===== src/hw/rtl/overwriting_byte_log_ring_macros.svh =====
`ifndef OVERWRITING_BYTE_LOG_RING_MACROS_SVH
`define OVERWRITING_BYTE_LOG_RING_MACROS_SVH

// same-cycle implication, sampled on clk, off during reset
`define OBL_ASSERT_IMP(label, ante, cons) \
    label: assert property (@(posedge clk) disable iff (!rst_n) (ante) |-> (cons)) \
        else $error("overwriting_byte_log_ring: assertion failed");

// next-cycle implication, sampled on clk, off during reset
`define OBL_ASSERT_NEXT(label, ante, cons) \
    label: assert property (@(posedge clk) disable iff (!rst_n) (ante) |=> (cons)) \
        else $error("overwriting_byte_log_ring: assertion failed");

`endif


===== src/hw/rtl/obl_pkg.sv =====
`default_nettype none

package obl_pkg;

    localparam int RING_DEPTH = 8192;
    localparam int PTR_W      = $clog2(RING_DEPTH);
    localparam int HELD_W     = PTR_W + 1;
    localparam int MAX_WINDOW = 64;
    localparam int COUNT_W    = 7;
    localparam int DATA_W     = 8;
    localparam int OFFSET_W   = 14;
    localparam int CQ_DEPTH   = 4;
    localparam int CQ_PTR_W   = $clog2(CQ_DEPTH);
    localparam int OUT_DEPTH  = 4;
    localparam int OUT_PTR_W  = $clog2(OUT_DEPTH);

    localparam logic KIND_APPEND = 1'b0;
    localparam logic KIND_READ   = 1'b1;

    typedef enum logic [1:0] {
        OP_APPEND = 2'd0,
        OP_EMPTY  = 2'd1,
        OP_READ   = 2'd2
    } op_t;

    typedef struct packed {
        logic                kind;
        logic [DATA_W-1:0]   append_byte;
        logic [OFFSET_W-1:0] start_offset;
        logic [COUNT_W-1:0]  max_bytes;
    } in_item_t;

    typedef struct packed {
        logic [DATA_W-1:0]  data_byte;
        logic               last;
        logic               empty_res;
        logic [COUNT_W-1:0] returned_count;
        logic [HELD_W-1:0]  held_bytes;
    } out_item_t;

    typedef struct packed {
        op_t                op;
        logic [PTR_W-1:0]   addr;
        logic [DATA_W-1:0]  wdata;
        logic [COUNT_W-1:0] count;
        logic [HELD_W-1:0]  held;
    } cmd_t;

endpackage

`default_nettype wire


===== src/hw/rtl/obl_cmd_queue.sv =====
`default_nettype none

module obl_cmd_queue (
    input  logic          clk,
    input  logic          rst_n,
    input  logic          wr_en,
    input  obl_pkg::cmd_t wr_cmd,
    output logic          full,
    input  logic          rd_en,
    output logic          valid,
    output obl_pkg::cmd_t rd_cmd
);
    import obl_pkg::*;

    cmd_t                slot_reg [CQ_DEPTH];
    logic [CQ_PTR_W-1:0] wr_ptr_reg;
    logic [CQ_PTR_W-1:0] rd_ptr_reg;
    logic [CQ_PTR_W:0]   cnt_reg;
    logic [CQ_PTR_W:0]   cnt_next;
    logic                do_wr;
    logic                do_rd;

    always_comb
    begin
        full     = (cnt_reg == (CQ_PTR_W+1)'(CQ_DEPTH));
        valid    = (cnt_reg != '0);
        rd_cmd   = slot_reg[rd_ptr_reg];
        do_wr    = wr_en && !full;
        do_rd    = rd_en && valid;
        cnt_next = cnt_reg + (CQ_PTR_W+1)'(do_wr) - (CQ_PTR_W+1)'(do_rd);
    end

    always_ff @(posedge clk)
    begin
        if (do_wr)
        begin
            slot_reg[wr_ptr_reg] <= wr_cmd;
        end
    end

    always_ff @(posedge clk or negedge rst_n)
    begin
        if (!rst_n)
        begin
            wr_ptr_reg <= '0;
            rd_ptr_reg <= '0;
            cnt_reg    <= '0;
        end
        else
        begin
            if (do_wr)
            begin
                wr_ptr_reg <= wr_ptr_reg + CQ_PTR_W'(1);
            end
            if (do_rd)
            begin
                rd_ptr_reg <= rd_ptr_reg + CQ_PTR_W'(1);
            end
            cnt_reg <= cnt_next;
        end
    end

endmodule

`default_nettype wire


===== config.mk =====
export PLATFORM = sky130hd
export DESIGN_NAME = obl_cmd_queue
export DESIGN_NICKNAME = d
export VERILOG_FILES = /design/src/hw/rtl/overwriting_byte_log_ring_macros.svh /design/src/hw/rtl/obl_pkg.sv /design/src/hw/rtl/obl_cmd_queue.sv
export SDC_FILE = /design/constraint.sdc
export NUM_CORES = 1
export LEC_CHECK = 0
export ABC_AREA = 0
export BUFFER_PORTS_ARGS = -buffer_cell sky130_fd_sc_hd__buf_2
export CORE_AREA = 2 2 110 133
export CTS_CLUSTER_DIAMETER = 100
export DETAILED_ROUTE_END_ITERATION = 6
export DIE_AREA = 0 0 112 135
export PLACE_DENSITY = 0.73
export SLEW_MARGIN = 20
export SYNTH_ARGS = -nofsm -noshare
export SYNTH_HDL_FRONTEND = slang
export SYNTH_SLANG_ARGS = --single-unit

===== constraint.sdc =====
create_clock -name clk -period 2.1 [get_ports clk]
set_input_delay 0.21 -clock clk [delete_from_list [all_inputs] [get_ports clk]]
set_output_delay 0.21 -clock clk [all_outputs]
set_load 0.01 [all_outputs]

==> results by group <==
Outcome
  – Outcome: finished, final reports clean

Die
  – Die Height: 135 um
  – Starting density of the core: 50.0%
  – I/O Pins: 94
  – DIE AREA: 0.0151 mm2
  – Rows: 47
  – Die W: 112 um
  – Core area: 0.0138 mm2

Yosys
  – Yosys warns: 0
  – Synthesized area per cell: 25.5 um2
  – Mapped Cells: 270
  – Mapped Area: 0.00688 mm2
  – Post-synthesis cell type count: 21
  – Syn_nets: 325
  – Synth Register Bits: 183
  – Register area share after synthesis: 79.4%

Min path
  – Hold Path Class: input port to flip-flop

Detailed routing
  – DRT Pass-1 Iters: 4
  – Vias/cell: 5.40
  – DRT antenna net count: 0
  – Total wire length: 11,700 um
  – Drc violations: 0
  – Detailed-route via count: 3,210
  – Wire per inst: 19.7 um
  – DRT iter0 DRCs: 133

Global routing
  – Overflow after GRT: 0
  – First-pass GRT wire length: 18,200 um
  – Initial antenna violation count: 0
  – Number of global-route vias before repair: 3,480
  – GRT Resource Usage Total: 16.1%
  – Largest net degree at the start of global routing: 23

Cells and area
  – # diodes: 0
  – Synthesis-to-finish area growth: 22.1%
  – Largest register FFs: 176
  – Layout net count: 465
  – Most frequent cells in the layout: 176 x edfxtp_1, 93 x buf_2, 40 x mux4_2, 17 x clkbuf_16, 17 x dlygate4sd3_1
  – Post-layout util: 61.0%
  – Share of cells above drive strength 1: 46.1%
  – Most common cell after layout, fill and taps aside: edfxtp_1

Setup path
  – Crit. End Element: output port
  – Crit Path Category: flip-flop to output port
  – Req. time, crit path: 1.89 ns
  – Crit-path max FO: 6
  – Nature of the critical path startpoint: flip-flop
  – Critical Path AT: 1.83 ns

CTS
  – H-tree levels: 4
  – CTS max path bufs: 2
  – Cts bufs inserted: 17
  – Worst-Skew Late Latency: 0.41 ns
  – CTS tree: yes
  – Clk pin slew, worst setup/hold paths: 0.06 ns
  – Num Clock Sinks: 183
  – CTS root buf: clkbuf_16

STA
  – Final worst-path cycle share: 97.0%
  – Fmax: 491 MHz
  – Slew Limit Headroom: 68.0%
  – Clock Skew: 0.00971 ns
  – RSZ-0062 raised after global routing: yes
  – Min cycle time layout: 2.04 ns
  – Worst setup margin: 0.0622 ns
  – Least-Margin Pin Slew: 0.474 ns
  – Final Max Slew Viols: 0
  – Worst hold slack: 0.0186 ns
  – Final hold violation count: 0
  – Setup violators final: 0

Placed design
  – Routability Congestion: 0.729
  – Final HPWL DP: 7070 um
  – Dpl ws: 0.00326 ns
  – Port Buffers: 93

Pwr
  – Pwr dens: 1380 mW/mm2
  – Total power draw: 11.6 mW
  – Static leakage: 2.95 nW
  – Max VDD drop: 0.792 mV

Job
  – Max cap viols: 0
==> logic make-up (layout without fill, tap and decap cells) <==
| group | after synthesis | count (layout) | synth area share [%] |
|---|---|---|---|
| DFF | 183 | 183 | 79.4 |
| buffers and inverters | 15 | 168 | 1.97 |
| and+or+nand+nor | 13 | 13 | 1.53 |
| muxes | 44 | 44 | 14.7 |
| adders and majority gates | 7 | 7 | 1.38 |
| AOI/OAI and AO/OA | 4 | 4 | 0.473 |
| xor gates and xnor gates | 4 | 4 | 0.510 |
==> cells in the mapped netlist <==
| library cell | instances | area [um2] |
|---|---|---|
| mux4_1 | 6 | 158 |
| xor2_1 | 1 | 8.76 |
| o31a_1 | 1 | 8.76 |
| nor3b_2 | 1 | 12.5 |
| o311ai_0 | 1 | 8.76 |
| and3b_1 | 4 | 35.0 |
| fa_1 | 1 | 20.0 |
| buf_2 | 5 | 25.0 |
| ha_1 | 6 | 75.1 |
| buf_6 | 1 | 11.3 |
| o211ai_1 | 2 | 15.0 |
| inv_1 | 5 | 18.8 |
| nand2_1 | 1 | 3.75 |
| or3_1 | 1 | 6.26 |
| buf_12 | 4 | 80.1 |
| xnor2_1 | 3 | 26.3 |
| edfxtp_1 | 176 | 5290 |
| mux4_2 | 38 | 856 |
| nand2b_1 | 4 | 25.0 |
| nand4bb_1 | 2 | 22.5 |
| dfrtp_1 | 7 | 175 |
==> metrics by stage <==
| step | instance area, um2 | instances | TNS, ns |
|---|---|---|---|
| floorplan | 6890 | 270 | 0 |
| global placement | 7620 | 539 | 0 |
| detailed placement | 7620 | 539 | 0 |
| CTS | 8360 | 590 | 0 |
| global route | 8400 | 594 | -0.0237 |
| finish | 8400 | 594 | 0 |
==> timing repair <==
action / CTS / global route
endpoints found under the setup margin: 36 / 4
hold buffers: 16 / 1
hold endpoints to repair: 63 / 2
pin swaps: 0 / 1
buffers inserted: 3 / 3
resized for setup: 2 / 5
==> critical path, stage by stage (launching register included) <==
cell	delay, ns
dfrtp_4	0.55
buf_4	0.16
buf_4	0.13
mux4_2	0.42
buf_2	0.16
==> area by class of cell <==
cell class	instances	area, um2
sequential	183	5470
fill	1005	5360
multi-input combinational	72	1290
timing repair buffer	131	847
clock buffer	19	433
tap	171	214
clock inverter	13	120
inverter	5	18.8
==> layer usage <==
| layer | part of all wire [%] | global-route usage, % |
|---|---|---|
| met2 | 55 | 28.1 |
| met1 | 40 | 19.6 |
| met4 | 0.62 | 5.01 |
| met3 | 4.5 | 4.89 |
| met5 | 0 | 0 |
==> worst paths after layout <==
| path | from | endpoint | slack (ns) | cells past startpoint |
|---|---|---|---|---|
| worst max-delay path | rd_ptr_reg[0] | rd_cmd[42] | 0.06 | 4 |
| worst min-delay path | wr_cmd[39] | slot_reg[2][39] | 0.02 | 1 |
| worst max register to register | cnt_reg[1] | cnt_reg[2] | 0.07 | 8 |
| worst min register to register | wr_ptr_reg[1] | wr_ptr_reg[1] | 0.61 | 2 |
| max in group asynchronous | rst_n | rd_ptr_reg[0] | 1.75 | 2 |
| min in group asynchronous | rst_n | wr_ptr_reg[1] | 0.17 | 2 |
==> power by group <==
group	internal [mW]	total [mW]	switching, mW
Combinational	1.81	3.56	1.75
Sequential	4.83	5.14	0.305
Clock	1.65	2.93	1.28
No activity file was read; power rests on OpenSTA's default activity.
