$ cat config.mk
export PLATFORM = sky130hd
export DESIGN_NAME = obl_front
export DESIGN_NICKNAME = d
export VERILOG_FILES = /design/src/hw/rtl/overwriting_byte_log_ring_macros.svh /design/src/hw/rtl/obl_pkg.sv /design/src/hw/rtl/obl_front.sv
export SDC_FILE = /design/constraint.sdc
export NUM_CORES = 1
export LEC_CHECK = 0
export ABC_AREA = 1
export ABC_CLOCK_PERIOD_IN_PS = 3700
export BUFFER_PORTS_ARGS = -buffer_cell sky130_fd_sc_hd__buf_2
export CAP_MARGIN = 20
export CORE_MARGIN = 10
export CORE_UTILIZATION = 56
export CTS_CLUSTER_DIAMETER = 120
export DETAILED_ROUTE_END_ITERATION = 7
export PLACE_DENSITY_LB_ADDON = 0.15
export REMOVE_ABC_BUFFERS = 1
export SKIP_LAST_GASP = 1
export SYNTH_ARGS = -nofsm -noshare
export SYNTH_HDL_FRONTEND = slang
export SYNTH_SLANG_ARGS = --single-unit
$ cat constraint.sdc
create_clock -name clk -period 3.7 [get_ports clk]
set_clock_uncertainty 0.2 [all_clocks]
set_input_delay 0.185 -clock clk [delete_from_list [all_inputs] [get_ports clk]]
set_output_delay 0.185 -clock clk [all_outputs]
set_load 0.01 [all_outputs]
$ cat src/hw/rtl/overwriting_byte_log_ring_macros.svh
`ifndef OVERWRITING_BYTE_LOG_RING_MACROS_SVH
`define OVERWRITING_BYTE_LOG_RING_MACROS_SVH

// same-cycle implication, sampled on clk, off during reset
`define OBL_ASSERT_IMP(label, ante, cons) \
    label: assert property (@(posedge clk) disable iff (!rst_n) (ante) |-> (cons)) \
        else $error("overwriting_byte_log_ring: assertion failed");

// next-cycle implication, sampled on clk, off during reset
`define OBL_ASSERT_NEXT(label, ante, cons) \
    label: assert property (@(posedge clk) disable iff (!rst_n) (ante) |=> (cons)) \
        else $error("overwriting_byte_log_ring: assertion failed");

`endif

$ cat src/hw/rtl/obl_pkg.sv
`default_nettype none

package obl_pkg;

    localparam int RING_DEPTH = 8192;
    localparam int PTR_W      = $clog2(RING_DEPTH);
    localparam int HELD_W     = PTR_W + 1;
    localparam int MAX_WINDOW = 64;
    localparam int COUNT_W    = 7;
    localparam int DATA_W     = 8;
    localparam int OFFSET_W   = 14;
    localparam int CQ_DEPTH   = 4;
    localparam int CQ_PTR_W   = $clog2(CQ_DEPTH);
    localparam int OUT_DEPTH  = 4;
    localparam int OUT_PTR_W  = $clog2(OUT_DEPTH);

    localparam logic KIND_APPEND = 1'b0;
    localparam logic KIND_READ   = 1'b1;

    typedef enum logic [1:0] {
        OP_APPEND = 2'd0,
        OP_EMPTY  = 2'd1,
        OP_READ   = 2'd2
    } op_t;

    typedef struct packed {
        logic                kind;
        logic [DATA_W-1:0]   append_byte;
        logic [OFFSET_W-1:0] start_offset;
        logic [COUNT_W-1:0]  max_bytes;
    } in_item_t;

    typedef struct packed {
        logic [DATA_W-1:0]  data_byte;
        logic               last;
        logic               empty_res;
        logic [COUNT_W-1:0] returned_count;
        logic [HELD_W-1:0]  held_bytes;
    } out_item_t;

    typedef struct packed {
        op_t                op;
        logic [PTR_W-1:0]   addr;
        logic [DATA_W-1:0]  wdata;
        logic [COUNT_W-1:0] count;
        logic [HELD_W-1:0]  held;
    } cmd_t;

endpackage

`default_nettype wire

$ cat src/hw/rtl/obl_front.sv
`default_nettype none

module obl_front (
    input  logic              clk,
    input  logic              rst_n,
    input  logic              push,
    input  obl_pkg::in_item_t request,
    input  logic              q_full,
    output logic              q_push,
    output obl_pkg::cmd_t     q_cmd
);
    import obl_pkg::*;

    logic [PTR_W-1:0]   wpos_reg;
    logic [PTR_W-1:0]   wpos_next;
    logic               full_flag_reg;
    logic               full_flag_next;
    logic               accept;
    logic               wrap;
    logic               full_after;
    logic [PTR_W-1:0]   wpos_inc;
    logic [PTR_W-1:0]   start;
    logic [HELD_W-1:0]  held;
    logic [HELD_W-1:0]  held_after;
    logic [HELD_W-1:0]  offset;
    logic [HELD_W-1:0]  avail;
    logic [COUNT_W-1:0] cap;

    always_comb
    begin
        accept     = push && !q_full;
        q_push     = accept;
        held       = full_flag_reg ? HELD_W'(RING_DEPTH) : {1'b0, wpos_reg};
        wpos_inc   = wpos_reg + PTR_W'(1);
        wrap       = (wpos_reg == PTR_W'(RING_DEPTH - 1));
        full_after = full_flag_reg || wrap;
        held_after = full_after ? HELD_W'(RING_DEPTH) : {1'b0, wpos_inc};
        offset     = HELD_W'(request.start_offset);
        avail      = held - offset;
        start      = full_flag_reg ? wpos_reg : '0;
        cap        = (request.max_bytes > COUNT_W'(MAX_WINDOW)) ?
                     COUNT_W'(MAX_WINDOW) : request.max_bytes;

        wpos_next      = wpos_reg;
        full_flag_next = full_flag_reg;

        q_cmd.op    = OP_EMPTY;
        q_cmd.addr  = wpos_reg;
        q_cmd.wdata = request.append_byte;
        q_cmd.count = '0;
        q_cmd.held  = held;

        if (request.kind == KIND_APPEND)
        begin
            q_cmd.op   = OP_APPEND;
            q_cmd.held = held_after;
            if (accept)
            begin
                wpos_next      = wpos_inc;
                full_flag_next = full_after;
            end
        end
        else if (cap != '0 && offset < held)
        begin
            q_cmd.op    = OP_READ;
            q_cmd.addr  = start + offset[PTR_W-1:0];
            q_cmd.count = (avail > HELD_W'(cap)) ? cap : avail[COUNT_W-1:0];
        end
    end

    always_ff @(posedge clk or negedge rst_n)
    begin
        if (!rst_n)
        begin
            wpos_reg      <= '0;
            full_flag_reg <= 1'b0;
        end
        else
        begin
            wpos_reg      <= wpos_next;
            full_flag_reg <= full_flag_next;
        end
    end

endmodule

`default_nettype wire

==> run_summary.xml <==
<?xml version="1.0" encoding="UTF-8"?>
<metrics>
  <group name="route">
    <metric name="drt_first_pass_iters" unit="">5</metric>
    <metric name="drt_drc_violations_left" unit="">0</metric>
    <metric name="num_vias" unit="">3807</metric>
    <metric name="detail_route.wirelength" unit="mm">9.86</metric>
    <metric name="route.antenna.remaining_nets" unit="">0</metric>
    <metric name="route.detailed.wl_per_inst" unit="microns">13.9</metric>
    <metric name="drtIter0Drc" unit="">193</metric>
    <metric name="route.detailed.vias_per_inst" unit="">5.38</metric>
  </group>
  <group name="logic_synthesis">
    <metric name="synthesis.area" unit="sq um">3250</metric>
    <metric name="synth.largest_area_cell" unit="">sky130_fd_sc_hd__nand2_1</metric>
    <metric name="synth_top_flop_cell" unit="">sky130_fd_sc_hd__dfrtp_1</metric>
    <metric name="avgSynthCellArea" unit="sq um">5.69</metric>
    <metric name="syn_inst" unit="">571</metric>
    <metric name="synth.top_cell.area_share" unit="%">19.6</metric>
    <metric name="synth-edff-count" unit="">0</metric>
    <metric name="synth.yosys.seq_area_share" unit="%">10.8</metric>
    <metric name="ys_top_cells_by_area" unit="">sky130_fd_sc_hd__nand2_1, sky130_fd_sc_hd__ha_1, sky130_fd_sc_hd__inv_1, sky130_fd_sc_hd__dfrtp_1, sky130_fd_sc_hd__nand3_1</metric>
    <metric name="synthesis.yosys.warnings" unit="">0</metric>
    <metric name="synth_cell_type_count" unit="">36</metric>
    <metric name="postSynthRegisterBits" unit="">14</metric>
    <metric name="synth_async_sr_flop_share" unit="%">100</metric>
  </group>
  <group name="timing">
    <metric name="min_period" unit="ns">3.69</metric>
    <metric name="max_freq" unit="MHz">271</metric>
    <metric name="final_setup_violation_count" unit="">0</metric>
    <metric name="setup_ws" unit="ns">0.00596</metric>
    <metric name="hold_violations" unit="">0</metric>
    <metric name="part_of_the_cycle_the_worst_path_needs" unit="%">99.8</metric>
    <metric name="setup_repair_after_global_routing_missed_its_margin" unit="">true</metric>
    <metric name="max_slew.worst_pin.slew" unit="ns">0.724</metric>
    <metric name="slew_headroom" unit="%">51.6</metric>
    <metric name="final-max-slew-violation-count" unit="">0</metric>
    <metric name="final.hold.worst_slack" unit="ns">0.165</metric>
  </group>
  <group name="finish">
    <metric name="antennaDiodeCount" unit="">0</metric>
    <metric name="final_common_cell" unit="">sky130_fd_sc_hd__nand2_1</metric>
    <metric name="syn2layout_area_growth" unit="%">20.4</metric>
    <metric name="layout-drive-gt1-share" unit="%">24.4</metric>
    <metric name="layoutNonFillerInstCount" unit="">708</metric>
    <metric name="final_util" unit="%">70.2</metric>
    <metric name="layout.nets" unit="">707</metric>
    <metric name="largest_reg_flops" unit="">13</metric>
    <metric name="most-common-layout-cells" unit="">sky130_fd_sc_hd__nand2_1, sky130_fd_sc_hd__inv_1, sky130_fd_sc_hd__buf_2</metric>
    <metric name="post-route-cell-area" unit="sq um">3910</metric>
  </group>
  <group name="placed_design">
    <metric name="gpl.final_weighted_congestion" unit="">0.927</metric>
    <metric name="place_worst_setup_slack" unit="ns">0.149</metric>
    <metric name="post-place-cells" unit="">690</metric>
    <metric name="post-dp-hpwl" unit="mm">7.86</metric>
    <metric name="dpl_cell_area" unit="sq um">3550</metric>
    <metric name="buffer_ports.inserted" unit="">62</metric>
  </group>
  <group name="setup_path">
    <metric name="cp_cell_sequence" unit="">inv_2, nand2_4, ha_4, fa_2, inv_2, nand3_2, nand2_4, xor2_2, ha_1, nand2_1, o21bai_1, a31oi_2, nor2_1, nor2_2, nor2_4, nand3_1, nand2_1, nor2_2, buf_2</metric>
    <metric name="worstPathRequired" unit="ns">3.31</metric>
    <metric name="rr_startpoint" unit="">wpos_reg[0]</metric>
    <metric name="crit_fanout" unit="">7</metric>
    <metric name="r2r.worst_path.cells" unit="">7</metric>
    <metric name="timing.rr.end" unit="">full_flag_reg</metric>
    <metric name="cp_slowest_cell" unit="">sky130_fd_sc_hd__dfrtp_2</metric>
    <metric name="timing_worst_setup_path_type" unit="">reg2out</metric>
    <metric name="setup.reg_to_reg.worst_slack" unit="ns">1.56</metric>
    <metric name="critical_path_source_type" unit="">flip-flop</metric>
    <metric name="timing.critical_path.slowest_cell_delay" unit="ns">0.47</metric>
    <metric name="worst-endpoint-arrival" unit="ns">3.31</metric>
    <metric name="cp_endpoint_kind" unit="">output pin</metric>
  </group>
  <group name="clock_network">
    <metric name="cts.sinks" unit="">14</metric>
    <metric name="tritoncts" unit="">done</metric>
    <metric name="cts_root_buffer" unit="">sky130_fd_sc_hd__clkbuf_8</metric>
    <metric name="path_clk_slew" unit="ns">0.06</metric>
    <metric name="cts.path.max_buffers" unit="">2</metric>
    <metric name="clkLatencyLatePin" unit="ns">0.25</metric>
    <metric name="h_tree_depth" unit="">1</metric>
    <metric name="cts_made_buffers" unit="">3</metric>
  </group>
  <group name="run">
    <metric name="drv.max_cap_violation_count" unit="">0</metric>
  </group>
  <group name="pwr">
    <metric name="share_clk_of_total_power" unit="%">12.6</metric>
    <metric name="power.switching" unit="uW">619</metric>
    <metric name="cell_internal_pwr" unit="uW">599</metric>
    <metric name="p_comb_share" unit="%">66.9</metric>
    <metric name="vdd.ir_drop.worst" unit="mV">0.233</metric>
    <metric name="seqPwrFrac" unit="%">20.4</metric>
    <metric name="power.density_cell_area" unit="nW/um^2">311</metric>
    <metric name="total_leakage_power" unit="nW">2.33</metric>
    <metric name="power_switching_share" unit="%">50.8</metric>
  </group>
  <group name="die">
    <metric name="die_area" unit="sq um">9250</metric>
    <metric name="die_w" unit="microns">96.2</metric>
    <metric name="design.portCount" unit="">79</metric>
    <metric name="initial_standard_cell_utilization_of_the_core" unit="%">58.3</metric>
    <metric name="core_area" unit="sq um">5570</metric>
    <metric name="placementRows" unit="">27</metric>
    <metric name="die-height" unit="microns">96.2</metric>
  </group>
  <group name="global_route">
    <metric name="all_layer_global_routing_usage" unit="%">19.8</metric>
    <metric name="first_global_vias" unit="">3363</metric>
    <metric name="grt_overflow_total" unit="">0</metric>
    <metric name="antenna_found_initial" unit="">0</metric>
    <metric name="grt_first_pass_wirelength" unit="mm">15.2</metric>
    <metric name="grt_start_max_net_pins" unit="">21</metric>
  </group>
  <group name="worst_hold_path">
    <metric name="hp-class" unit="">in2async</metric>
  </group>
  <group name="status">
    <metric name="run_status" unit="">finished, final reports clean</metric>
  </group>
</metrics>
[power groups by stage]
stage	clock network [mW]	registers, mW	logic [mW]
after detailed placement	0	0.244	0.750
final	0.154	0.249	0.816
after global placement	0	0.244	0.741
after global routing	0.159	0.256	0.918
after CTS	0.152	0.242	0.763
after floorplan	0	0.239	0.544
[what timing repair did]
item                                    4_1_cts  5_1_grt
endpoints found under the setup margin        7        7
pin swaps                                     4       16
endpoints found under the hold margin        14        0
resized for setup                             5       44
buffers inserted                              6        7
hold buffers                                  1        0
[worst max-delay path by stage]
stage / startpoint / end / slack [ns]
after floorplan: full_flag_reg / q_cmd[14] / 0.34
after global placement: full_flag_reg / q_cmd[20] / 0.26
after detailed placement: full_flag_reg / q_cmd[19] / 0.15
after CTS: wpos_reg[1] / q_cmd[16] / 0.01
after global routing: full_flag_reg / q_cmd[17] / -0.17
final: full_flag_reg / q_cmd[17] / 0.006
[Yosys cell counts (2+ instances only)]
library cell and number:
sky130_fd_sc_hd__nor2_2 10, sky130_fd_sc_hd__nor3_1 2, sky130_fd_sc_hd__inv_1 109, sky130_fd_sc_hd__nor3_2 4, sky130_fd_sc_hd__o21bai_1 3, sky130_fd_sc_hd__xor2_1 21, sky130_fd_sc_hd__xnor2_1 4, sky130_fd_sc_hd__nand2_1 170
sky130_fd_sc_hd__clkbuf_1 7, sky130_fd_sc_hd__nand3_1 40, sky130_fd_sc_hd__fa_1 2, sky130_fd_sc_hd__a21oi_1 24, sky130_fd_sc_hd__buf_4 8, sky130_fd_sc_hd__nand3_2 2, sky130_fd_sc_hd__o21ai_0 22, sky130_fd_sc_hd__nor2_4 2
sky130_fd_sc_hd__buf_6 2, sky130_fd_sc_hd__nand3b_1 2, sky130_fd_sc_hd__nand2_2 5, sky130_fd_sc_hd__dfrtp_1 14, sky130_fd_sc_hd__nor2_1 47, sky130_fd_sc_hd__ha_1 34, sky130_fd_sc_hd__nand4_1 8, sky130_fd_sc_hd__a21o_1 2
sky130_fd_sc_hd__inv_2 10, sky130_fd_sc_hd__o21ai_1 7
[layout make-up]
| type | count | area, sq um |
|---|---|---|
| clock buffer | 4 | 55.1 |
| fill | 531 | 1660 |
| inverter | 119 | 447 |
| multi-input combinational | 419 | 2520 |
| sequential | 14 | 352 |
| tap | 72 | 90.1 |
| timing repair buffer | 80 | 452 |
[layer usage]
layer	routed length, microns	up-vias	GRT usage [%]
li1	-	1888	-
met1	4200	1727	25.8
met2	4890	174	33.9
met3	651	18	2.72
met4	120	0	3.81
met5	0	-	0
[critical path, delay by kind of cell, from the launching register on]
kind	cells	cell delay [ns]
compound gates	2	0.25
fa+ha+maj	3	0.82
flops	1	0.47
buf+inv	3	0.30
xor+xnor	1	0.17
simple gates	10	1.04
[cells by family (layout without fill, tap and decap cells)]
group           count (synthesis)  after routing  synth area share [%]
flops                          14             14                  10.8
compound gates                 62             62                  10.2
fa+ha+maj                      36             36                  14.3
xor+xnor                       25             25                  6.74
buf+inv                       138            203                  17.7
simple gates                  296            296                  40.3
[through the flow]
stage | setup TNS, ns | power [mW]
4_1_cts | 0 | 1.16
3_5_place_dp | 0 | 0.995
3_3_place_gp | 0 | 0.984
2_1_floorplan | 0 | 0.783
6_report | 0 | 1.22
5_1_grt | -1.08 | 1.33
Power figures use the tool's default switching activity.
